**src/rtl/acb_pkg.sv**
```systemverilog
// ----------------------------------------------------------------------------
// acb_pkg
// shared types, constants and the square root step for the circle coverage
// blend pipeline
// ----------------------------------------------------------------------------
package acb_pkg;

  localparam int unsigned SQ_W        = 28;  // remainder / root width of the sqrt
  localparam int unsigned SQRT_STAGES = 7;   // two root digits per stage
  localparam int unsigned LATENCY     = 11;  // accept edge to result edge
  localparam int unsigned CFG_IDX_W   = 2;
  localparam int unsigned CFG_DATA_W  = 16;
  localparam logic [7:0]  MAX_RADIUS  = 8'd255;

  typedef enum logic [CFG_IDX_W-1:0] {
    REG_RADIUS      = 2'd0,
    REG_SHAPE_COLOR = 2'd1,
    REG_DRAW_MODE   = 2'd2
  } cfg_reg_t;

  typedef enum logic {
    MODE_FILL   = 1'b0,
    MODE_STROKE = 1'b1
  } draw_mode_t;

  typedef struct packed {
    logic [SQ_W-1:0] rem;
    logic [SQ_W-1:0] root;
  } sqrt_pair_t;

  typedef struct packed {
    logic            valid;
    logic [15:0]     dest;
    sqrt_pair_t      acc;
  } sqrt_beat_t;

  typedef struct packed {
    logic        valid;
    logic [15:0] dest;
    logic [7:0]  cov;
  } cov_beat_t;

  // one digit of the bitwise square root; k selects the trial bit 4^k
  function automatic sqrt_pair_t sqrt_step(input sqrt_pair_t cur, input logic [3:0] k);
    logic [SQ_W-1:0] bit_v;
    logic [SQ_W-1:0] trial;
    sqrt_pair_t      nxt;
    bit_v = SQ_W'(1) << {k, 1'b0};
    trial = cur.root + bit_v;
    if (cur.rem >= trial) begin
      nxt.rem  = cur.rem - trial;
      nxt.root = (cur.root >> 1) + bit_v;
    end else begin
      nxt.rem  = cur.rem;
      nxt.root = cur.root >> 1;
    end
    return nxt;
  endfunction

endpackage

```
**src/rtl/acb_sqrt_stage.sv**
```systemverilog
// ----------------------------------------------------------------------------
// acb_sqrt_stage
// one register stage of the square root pipeline, resolves two root digits
// ----------------------------------------------------------------------------
module acb_sqrt_stage
  import acb_pkg::*;
(
  input  logic       clk,
  input  logic       rst,
  input  logic [3:0] step_hi,
  input  sqrt_beat_t in_beat,
  output sqrt_beat_t out_beat
);

  sqrt_pair_t mid;
  sqrt_pair_t fin;

  always_comb begin
    mid = sqrt_step(in_beat.acc, step_hi);
    fin = sqrt_step(mid, step_hi - 4'd1);
  end

  always_ff @(posedge clk) begin
    if (rst) begin
      out_beat.valid <= 1'b0;
    end else begin
      out_beat.valid <= in_beat.valid;
    end
    out_beat.dest <= in_beat.dest;
    out_beat.acc  <= fin;
  end

endmodule

```
**src/rtl/acb_coverage.sv**
```systemverilog
// ----------------------------------------------------------------------------
// acb_coverage
// turns the pixel distance into fill ramp or stroke tent coverage
// ----------------------------------------------------------------------------
module acb_coverage
  import acb_pkg::*;
(
  input  logic       clk,
  input  logic       rst,
  input  logic [7:0] radius,
  input  logic       draw_mode,
  input  sqrt_beat_t in_beat,
  output cov_beat_t  out_beat
);

  logic [12:0]        pix_dist;
  logic [11:0]        rq;
  logic signed [13:0] delta;
  logic [4:0]         ramp;
  logic [12:0]        ramp_prod;
  logic [12:0]        ad;
  logic [12:0]        tent_prod;
  logic [7:0]         cov_next;

  always_comb begin
    pix_dist = in_beat.acc.root[13:1];
    rq       = {radius, 4'b0000};
    delta    = $signed({2'b00, rq}) - $signed({1'b0, pix_dist});
    ramp     = delta[4:0] + 5'd16;
    // ramp * 255 as ramp * 256 - ramp
    ramp_prod = {ramp, 8'h00} - {8'h00, ramp};
    ad        = (pix_dist >= {1'b0, rq}) ? (pix_dist - {1'b0, rq}) : ({1'b0, rq} - pix_dist);
    tent_prod = {ad[4:0], 8'h00} - {8'h00, ad[4:0]};
    if (draw_mode == MODE_FILL) begin
      if (delta >= 14'sd16) begin
        cov_next = 8'd255;
      end else if (delta <= -14'sd16) begin
        cov_next = 8'd0;
      end else begin
        cov_next = ramp_prod[12:5];
      end
    end else begin
      if (ad > 13'd16) begin
        cov_next = 8'd0;
      end else begin
        cov_next = 8'd255 - tent_prod[11:4];
      end
    end
  end

  always_ff @(posedge clk) begin
    if (rst) begin
      out_beat.valid <= 1'b0;
    end else begin
      out_beat.valid <= in_beat.valid;
    end
    out_beat.dest <= in_beat.dest;
    out_beat.cov  <= cov_next;
  end

endmodule

```
**src/rtl/acb_blend.sv**
```systemverilog
// ----------------------------------------------------------------------------
// acb_blend
// rgb565 blend of shape and framebuffer colour, multiply stage then
// rounding divide by 255 into the output registers
// ----------------------------------------------------------------------------
module acb_blend
  import acb_pkg::*;
(
  input  logic        clk,
  input  logic        rst,
  input  logic [15:0] shape_color,
  input  cov_beat_t   in_beat,
  output logic        done,
  output logic [15:0] out_color,
  output logic        write_pixel,
  output logic [7:0]  coverage
);

  logic [7:0]  inv_cov;
  logic        mul_valid;
  logic [7:0]  mul_cov;
  logic [12:0] r_s;
  logic [12:0] r_t;
  logic [13:0] g_s;
  logic [13:0] g_t;
  logic [12:0] b_s;
  logic [12:0] b_t;
  logic [14:0] r_sum;
  logic [14:0] g_sum;
  logic [14:0] b_sum;
  logic [14:0] r_q;
  logic [14:0] g_q;
  logic [14:0] b_q;

  assign inv_cov = 8'd255 - in_beat.cov;

  always_ff @(posedge clk) begin
    if (rst) begin
      mul_valid <= 1'b0;
    end else begin
      mul_valid <= in_beat.valid;
    end
    mul_cov <= in_beat.cov;
    r_s <= 13'(shape_color[15:11]) * 13'(in_beat.cov);
    r_t <= 13'(in_beat.dest[15:11]) * 13'(inv_cov);
    g_s <= 14'(shape_color[10:5]) * 14'(in_beat.cov);
    g_t <= 14'(in_beat.dest[10:5]) * 14'(inv_cov);
    b_s <= 13'(shape_color[4:0]) * 13'(in_beat.cov);
    b_t <= 13'(in_beat.dest[4:0]) * 13'(inv_cov);
  end

  // x / 255 as (x + 1 + (x >> 8)) >> 8, exact below 2^16 - 1
  always_comb begin
    r_sum = 15'(r_s) + 15'(r_t) + 15'd127;
    g_sum = 15'(g_s) + 15'(g_t) + 15'd127;
    b_sum = 15'(b_s) + 15'(b_t) + 15'd127;
    r_q   = (r_sum + 15'd1 + (r_sum >> 8)) >> 8;
    g_q   = (g_sum + 15'd1 + (g_sum >> 8)) >> 8;
    b_q   = (b_sum + 15'd1 + (b_sum >> 8)) >> 8;
  end

  always_ff @(posedge clk) begin
    if (rst) begin
      done <= 1'b0;
    end else begin
      done <= mul_valid;
    end
    out_color   <= {r_q[4:0], g_q[5:0], b_q[4:0]};
    write_pixel <= (mul_cov != 8'd0);
    coverage    <= mul_cov;
  end

endmodule

```
**src/rtl/aa_circle_coverage_blend_unit.sv**
```systemverilog
// ----------------------------------------------------------------------------
// aa_circle_coverage_blend_unit
// antialiased circle fill / stroke coverage and rgb565 blend, one pixel per clock
// ----------------------------------------------------------------------------
// a beat accepted at a clock edge passes the offset square registers, the square root
// stages, the ramp or tent register and the blend multiply, then leaves with done high
// throughput: one beat per clock, busy is never raised
// the receiver cannot stall, so nothing in the pipe ever waits
// reset: synchronous rst clears all valid bits and the three config registers
// ----------------------------------------------------------------------------
module aa_circle_coverage_blend_unit
  import acb_pkg::*;
(
  input  logic                  clk,
  input  logic                  rst,
  // pixel beat in
  input  logic                  start,
  output logic                  busy,
  input  logic [7:0]            x_offset,
  input  logic [7:0]            y_offset,
  input  logic [15:0]           dest_color,
  // config write port
  input  logic                  cfg_write,
  input  logic [CFG_IDX_W-1:0]  cfg_index,
  input  logic [CFG_DATA_W-1:0] cfg_data,
  // result beat out
  output logic                  done,
  output logic [15:0]           out_color,
  output logic                  write_pixel,
  output logic [7:0]            coverage
);

  // config registers
  logic [7:0]  radius;
  logic [15:0] shape_color;
  logic        draw_mode;

  // stage 1: squares of the doubled half-pixel offsets
  logic [8:0]  ex;
  logic [8:0]  ey;
  logic        sq_valid;
  logic [15:0] sq_dest;
  logic [17:0] sq_x;
  logic [17:0] sq_y;
  logic [18:0] sq_sum;

  // square root pipe, entry 0 is the unregistered feed
  sqrt_beat_t  sqrt_pipe [0:SQRT_STAGES];
  cov_beat_t   cov_beat;

  // the pipe never holds off an item
  assign busy = 1'b0;

  // config writes; an index past the list is dropped
  always_ff @(posedge clk) begin
    if (rst) begin
      radius      <= 8'd0;
      shape_color <= 16'd0;
      draw_mode   <= 1'b0;
    end else if (cfg_write) begin
      case (cfg_index)
        REG_RADIUS: begin
          radius <= (cfg_data[7:0] > MAX_RADIUS) ? MAX_RADIUS : cfg_data[7:0];
        end
        REG_SHAPE_COLOR: begin
          shape_color <= cfg_data;
        end
        REG_DRAW_MODE: begin
          draw_mode <= cfg_data[0];
        end
        default: begin
        end
      endcase
    end
  end

  // distance is measured to the pixel centre, hence 2*offset + 1
  assign ex = {x_offset, 1'b1};
  assign ey = {y_offset, 1'b1};

  always_ff @(posedge clk) begin
    if (rst) begin
      sq_valid <= 1'b0;
    end else begin
      sq_valid <= start && !busy;
    end
    sq_dest <= dest_color;
    sq_x    <= 18'(ex) * 18'(ex);
    sq_y    <= 18'(ey) * 18'(ey);
  end

  // sum scaled by 256 so the root lands in 1/32 pixel, halved later to 1/16
  assign sq_sum = 19'(sq_x) + 19'(sq_y);

  always_comb begin
    sqrt_pipe[0].valid    = sq_valid;
    sqrt_pipe[0].dest     = sq_dest;
    sqrt_pipe[0].acc.rem  = {1'b0, sq_sum, 8'h00};
    sqrt_pipe[0].acc.root = '0;
  end

  // seven stages, two digits each, trial bits 4^13 down to 4^0
  for (genvar j = 0; j < SQRT_STAGES; j++) begin : g_sqrt
    acb_sqrt_stage u_stage (
      .clk      (clk),
      .rst      (rst),
      .step_hi  (4'(2 * SQRT_STAGES - 1 - 2 * j)),
      .in_beat  (sqrt_pipe[j]),
      .out_beat (sqrt_pipe[j+1])
    );
  end

  acb_coverage u_coverage (
    .clk       (clk),
    .rst       (rst),
    .radius    (radius),
    .draw_mode (draw_mode),
    .in_beat   (sqrt_pipe[SQRT_STAGES]),
    .out_beat  (cov_beat)
  );

  // zero and full coverage fall out of the blend formula exactly
  acb_blend u_blend (
    .clk         (clk),
    .rst         (rst),
    .shape_color (shape_color),
    .in_beat     (cov_beat),
    .done        (done),
    .out_color   (out_color),
    .write_pixel (write_pixel),
    .coverage    (coverage)
  );

endmodule

```
**config.mk**
```make
export PLATFORM = sky130hd
export DESIGN_NAME = aa_circle_coverage_blend_unit
export DESIGN_NICKNAME = d
export VERILOG_FILES = /design/src/rtl/acb_pkg.sv /design/src/rtl/acb_sqrt_stage.sv /design/src/rtl/acb_coverage.sv /design/src/rtl/acb_blend.sv /design/src/rtl/aa_circle_coverage_blend_unit.sv
export SDC_FILE = /design/constraint.sdc
export NUM_CORES = 2
export LEC_CHECK = 0
export BUFFER_PORTS_ARGS = -buffer_cell sky130_fd_sc_hd__buf_2
export CAP_MARGIN = 20
export CELL_PAD_IN_SITES_DETAIL_PLACEMENT = 1
export CELL_PAD_IN_SITES_GLOBAL_PLACEMENT = 2
export CORE_MARGIN = 1.5
export CORE_UTILIZATION = 35
export CTS_BUF_LIST = sky130_fd_sc_hd__clkbuf_2
export DETAILED_ROUTE_END_ITERATION = 16
export GPL_ROUTABILITY_DRIVEN = 0
export PLACE_DENSITY = 0.82
export SLEW_MARGIN = 20
export SYNTH_ARGS = -nofsm -noshare
export SYNTH_HDL_FRONTEND = slang
export SYNTH_SLANG_ARGS = --single-unit
```
**constraint.sdc**
```tcl
create_clock -name clk -period 6.45 [get_ports clk]
set_input_delay 0 -clock clk [delete_from_list [all_inputs] [get_ports clk]]
set_output_delay 0 -clock clk [all_outputs]
set_load 0.02 [all_outputs]
```
Word-level counts from Yosys, hierarchy flattened
Cells that the tools add are included.
- bits in writable memories: 0
- logic and storage cells: 169
- ROM bits: 0
- register bits: 687
- input port bits: 54
- latch bits: 0
- memories kept: 0
- magnitude comparators: 19
- $add $sub $neg: 60
- mux-type cells: 20
- equality and inequality tests: 2
- shift operators: 0
- divide/modulo/power cells: 0
- multipliers: 8
- reductions and logical operators: 5
- bitwise operators: 0
- operators by type and width (kind ; number):
    $mux W56 ; 13
    $ge A28 B28 Y1 ; 13
    $sub A28 B28 Y28 ; 12
    $mul A5 B8 Y13 ; 4
    $mux W8 ; 5
    $mul A9 B9 Y18 ; 2
    $add A14 B7 Y15 const B ; 2
    $add A13 B13 Y14 ; 2
    $add A14 B1 Y14 const B ; 2
    $add A27 B11 Y28 const B ; 1
    $add A27 B13 Y28 const B ; 1
    $add A27 B15 Y28 const B ; 1
    $add A27 B17 Y28 const B ; 1
    $add A27 B19 Y28 const B ; 1
    $add A27 B21 Y28 const B ; 1
    $add A27 B23 Y28 const B ; 1
    $add A27 B25 Y28 const B ; 1
    $add A27 B3 Y28 const B ; 1
    $add A27 B5 Y28 const B ; 1
    $add A27 B7 Y28 const B ; 1
    $add A27 B9 Y28 const B ; 1
    $add A28 B1 Y28 const B ; 1
    $add A28 B11 Y28 const B ; 1
    $add A28 B13 Y28 const B ; 1
    other kinds (38) ; 44

Logic depth before layout (Yosys ltp)
- depth in word-level cells: 6
- gate-level depth with buffers: 25
- gate-level depth less buffers: 23

By module
From an unflattened synthesis, not the netlist that was laid out.
- cell total of the unflattened synthesis: 11450
- area total of the unflattened synthesis: 90001.3 µm²
- modules (own cells, without submodules) (module ; times used ; seq. area each (µm²) ; cells an instance ; area an instance (µm²)):
    acb_sqrt_stage at g_sqrt[3].u_stage ... ; 3 ; 1461.4 ; 1290 ; 9733.1
    acb_sqrt_stage at g_sqrt[1].u_stage ... ; 2 ; 1461.4 ; 1238 ; 9455.3
    acb_blend ; 1 ; 2302.2 ; 1538 ; 13759.4
    acb_sqrt_stage at g_sqrt[6].u_stage ; 1 ; 1461.4 ; 1296 ; 9666.8
    acb_sqrt_stage at g_sqrt[0].u_stage ; 1 ; 1461.4 ; 1234 ; 9496.6
    aa_circle_coverage_blend_unit ; 1 ; 1481.4 ; 749 ; 6732.7
    acb_coverage ; 1 ; 500.5 ; 287 ; 2235.9

Least setup slack after synthesis
No wires, ideal clock.
- path type: register to register
- from: reg g_sqrt[4].u_stage.out_beat[15] (netlist bit)
- to: reg g_sqrt[5].u_stage.out_beat[43] (netlist bit)
- slack: 1.722 ns
- arrival time: 4.607 ns
- library setup time: 0.122 ns
- cell stages (with the launch flop): 26
- buffers on the path: 5
- cell sequence: dfxtp_1 inv_1 ha_1 o2111a_1 a211oi_2 o211ai_2 and2_1 buf_2 or2_1 buf_2 inv_4 clkbuf_1 ha_1 inv_1 ha_1 a21oi_1 o221ai_1 a211oi_1 o21ai_0 o211ai_1 and4b_1 nand4_1 buf_4 buf_2 nor2_1 a21oi_1
- RTL lines (what ; line ; text):
    start: declaration ; acb_sqrt_stage.sv:12 ; output sqrt_beat_t out_beat
    end: declaration ; acb_sqrt_stage.sv:12 ;

Worst setup path after layout
- from: in y_offset[2]
- to: reg sq_y[16]
- cells in the longest elaborated chain, start to end: 1
- ends and longest elaborated chain (what ; line ; text):
    start: declaration ; aa_circle_coverage_blend_unit.sv:20 ; input logic [7:0] y_offset,
    $mul A9 B9 Y18 ; aa_circle_coverage_blend_unit.sv:89 ; sq_y <= 18'(ey) * 18'(ey);
    end signal: assignment ; aa_circle_coverage_blend_unit.sv:89 ;
    end: declaration ; aa_circle_coverage_blend_unit.sv:44 ; logic [17:0] sq_y;
Every way passes these cells.
A chain may end at the register's enable or synchronous reset.

==> results.txt <==
Residual DRC: 0
Starting Density: 0.352
I/O pins: 81
area of the die: 0.0956 mm2
final setup TNS: 0 ns
fin util: 0.405
clock root buffer master: clkbuf_2
die height: 309 um
layout cells sized above 1: 0.0907
Crit path required time: 7.61 ns
ANT nets after route: 0
Worst Path Max Fanout: 6
dpl hpwl: 59.5 mm
Synth cell types: 95
max_cap viols: 0
clock sinks: 502
Syn Std Cell Area: 0.0328 mm2
DR vias/cell: 4.77
CP max-delay cell: dlygate4sd3_1
CP endpoint kind: flop
most used cell, CP: dlygate4sd3_1
Resized Gates After CTS: 0
synthesized instance count: 3546
setup violators final: 0
pwr dens: 476 mW/mm2
Setup Skew: 0.141 ns
gr usage total: 0.171
first-pass GRT wire length: 132 mm
Post-Route WL: 78.6 mm
Async SR Flop Fraction: 0
status: finished, final reports clean
drt first pass iters: 5
Post-synth EDFFs: 0
Worst EP arrival: 7.03 ns
RSZ-0062 raised after global routing: false
largest net degree at the start of global routing: 29
Hold Vio Cnt, Final: 0
DR iter-0 viols: 821
WS Path Type: input port to flop
startpoint types: input port
GRT overflow: 0
total CTS buffers: 141
Layout area overhead: 15.0%
Main synth FF type: dfxtp_1
Slew Limit Fails: 0
Min Clock Period, post-route: 5.87 ns
via count: 25000
Worst-Margin Slew: 0.948 ns
Die X: 309 um
core box area: 0.0930 mm2
Mapped Nets: 4211
initial antenna violation count: 4
worst skew pair latency: 1.38 ns
vias in the first global route: 27100
Synth Register Bits: 502
maximum vdd drop: 183 uV
Max Freq: 0.170 GHz
Mean Syn Cell Area: 9.25 um2
Row Count: 112
Pleak: 18.3 nW
IO buf count: 79
min-delay worst type: input port to flop
max incr delay on CP: 0.62 ns
NumNets Final: 4555
clock buffer depth: 3
H-tree Lvls: 4
fillcell total: 11000
ratio of final minimum period to clock period: 0.910
slew margin rel.: 0.363
synth warn: 0
DR WL/cell: 15.0 um
Top delay family on crit path: buffers and inverters
Reg clk slew, reported paths: 0.10 ns
worst path buffer plus inverter count: 9
Seq/Total Area, Yosys: 0.306
CTS tree: yes
Yosys cell counts (73+ instances only):
cell type,instances,area [um2]
a21oi_1,189,946
xor2_1,73,639
fa_1,199,3980
nand2b_1,89,557
nor2b_1,125,782
ha_1,412,5150
dfxtp_1,502,10000
nor2_1,223,837
nand2_1,230,863
inv_1,480,1800
xnor2_1,178,1560
and2_1,97,607
o21ai_0,114,571
where the power goes:
group	total (mW)	switching, mW	internal (mW)	leakage [nW]
clock network	2.27	1.42	0.859	0.929
logic	11.1	6.18	4.93	13.2
registers	4.58	0.524	4.05	4.18
total	18.0	8.12	9.84	18.3
per-stage QoR:
stage | area, um2 | cells | hold slack, ns | worst slack (ns) | total power [mW]
floorplan | 32800 | 3546 | 0.0277 | 1.72 | 13.1
detailed placement | 34500 | 4811 | 0.105 | 1.14 | 15.7
finish | 37700 | 5250 | 0.254 | 0.582 | 18.0
CTS | 37700 | 5246 | 0.0296 | 0.817 | 18.3
global placement | 34500 | 4811 | 0.105 | 1.23 | 15.5
global route | 37700 | 5250 | 0.0947 | 0.389 | 20.0
worst min-delay path, delay by kind of cell:
family / cells / cell delay (ns)
AO/OA/AOI/OAI: 1 / 0.09
buffers and inverters: 3 / 1.28
AND/OR/NAND/NOR: 1 / 0.16
kinds of logic after synthesis:
group,count (synthesis),share of synthesized area
compound gates,607,0.119
xor+xnor,251,0.0670
fa+ha+maj,611,0.279
buf+inv,566,0.0660
flops,502,0.306
mux,34,0.0112
other cells,1,0.000114
simple gates,974,0.151
what timing repair did:
action,4_1_cts,5_1_grt
buffers inserted,0,0
hold buffers,190,0
hold endpoints to repair,84,0
registers in the layout, indices dropped and copies added (netlist names), 14 cells and up:
name and cells:
g_sqrt.u_stage.out_beat 288, shape_color 16, sq_dest 16, sq_x 16, sq_y 16, u_blend.g_s 14, u_blend.g_t 14, u_blend.out_color 16
u_coverage.out_beat 25
layout by cell type, fill, tap and decap left out, drive strengths merged, types with 8 or more instances in the layout:
cell,Yosys,layout
xor2,73,73
or2,12,12
nor2b,125,125
and3,17,17
nor4,17,17
clkbuf,68,187
dfxtp,502,502
o211ai,14,14
mux2,18,18
nor2,224,224
xnor2,178,178
o31ai,9,9
a31oi,20,20
nand2b,89,89
a21boi,8,8
a211oi,23,23
clkinv,1,48
a21oi,189,189
and2,97,97
nand2,230,230
o21bai,35,35
nor3,56,56
ha,412,412
nand3b,12,12
mux2i,16,16
dlygate4sd3,0,189
or3,15,15
buf,14,94
o21a,54,54
fa,199,199
o21ai,116,116
nand3,37,37
nor3b,14,14
nand4,9,9
inv,483,487
a21o,56,56
path summary, 6_finish.rpt:
kind                            slack [ns]                        endpoint  depth (start not counted)                            from
worst max-delay path                  0.58                        sq_y[16]                         25                     y_offset[2]
worst min-delay path                  0.25                  shape_color[3]                          5                     cfg_data[3]
worst max register to register        1.18  g_sqrt[5].u_stage.out_beat[49]                         22  g_sqrt[4].u_stage.out_beat[10]
worst min register to register        0.29  g_sqrt[6].u_stage.out_beat[10]                          0  g_sqrt[5].u_stage.out_beat[12]
metal layers:
metal	GRT usage	share of wire	wire length, um
met1	0.194	0.43	33900
met4	0.0632	0.026	2070
met5	0	0	0
met2	0.315	0.51	40300
met3	0.0308	0.029	2300
final cells by class:
class,count,area [um2],area share
diodes,4,10.0,0.000265
clock buffers,187,936,0.0248
clock inverters,58,320,0.00850
inverters,484,1820,0.0483
multi-input cells,2478,20600,0.546
flip-flops and latches,502,10000,0.267
well taps,1254,1570,0.0416
repair buffers,283,2410,0.0640
(Power assumes the default switching activity.)
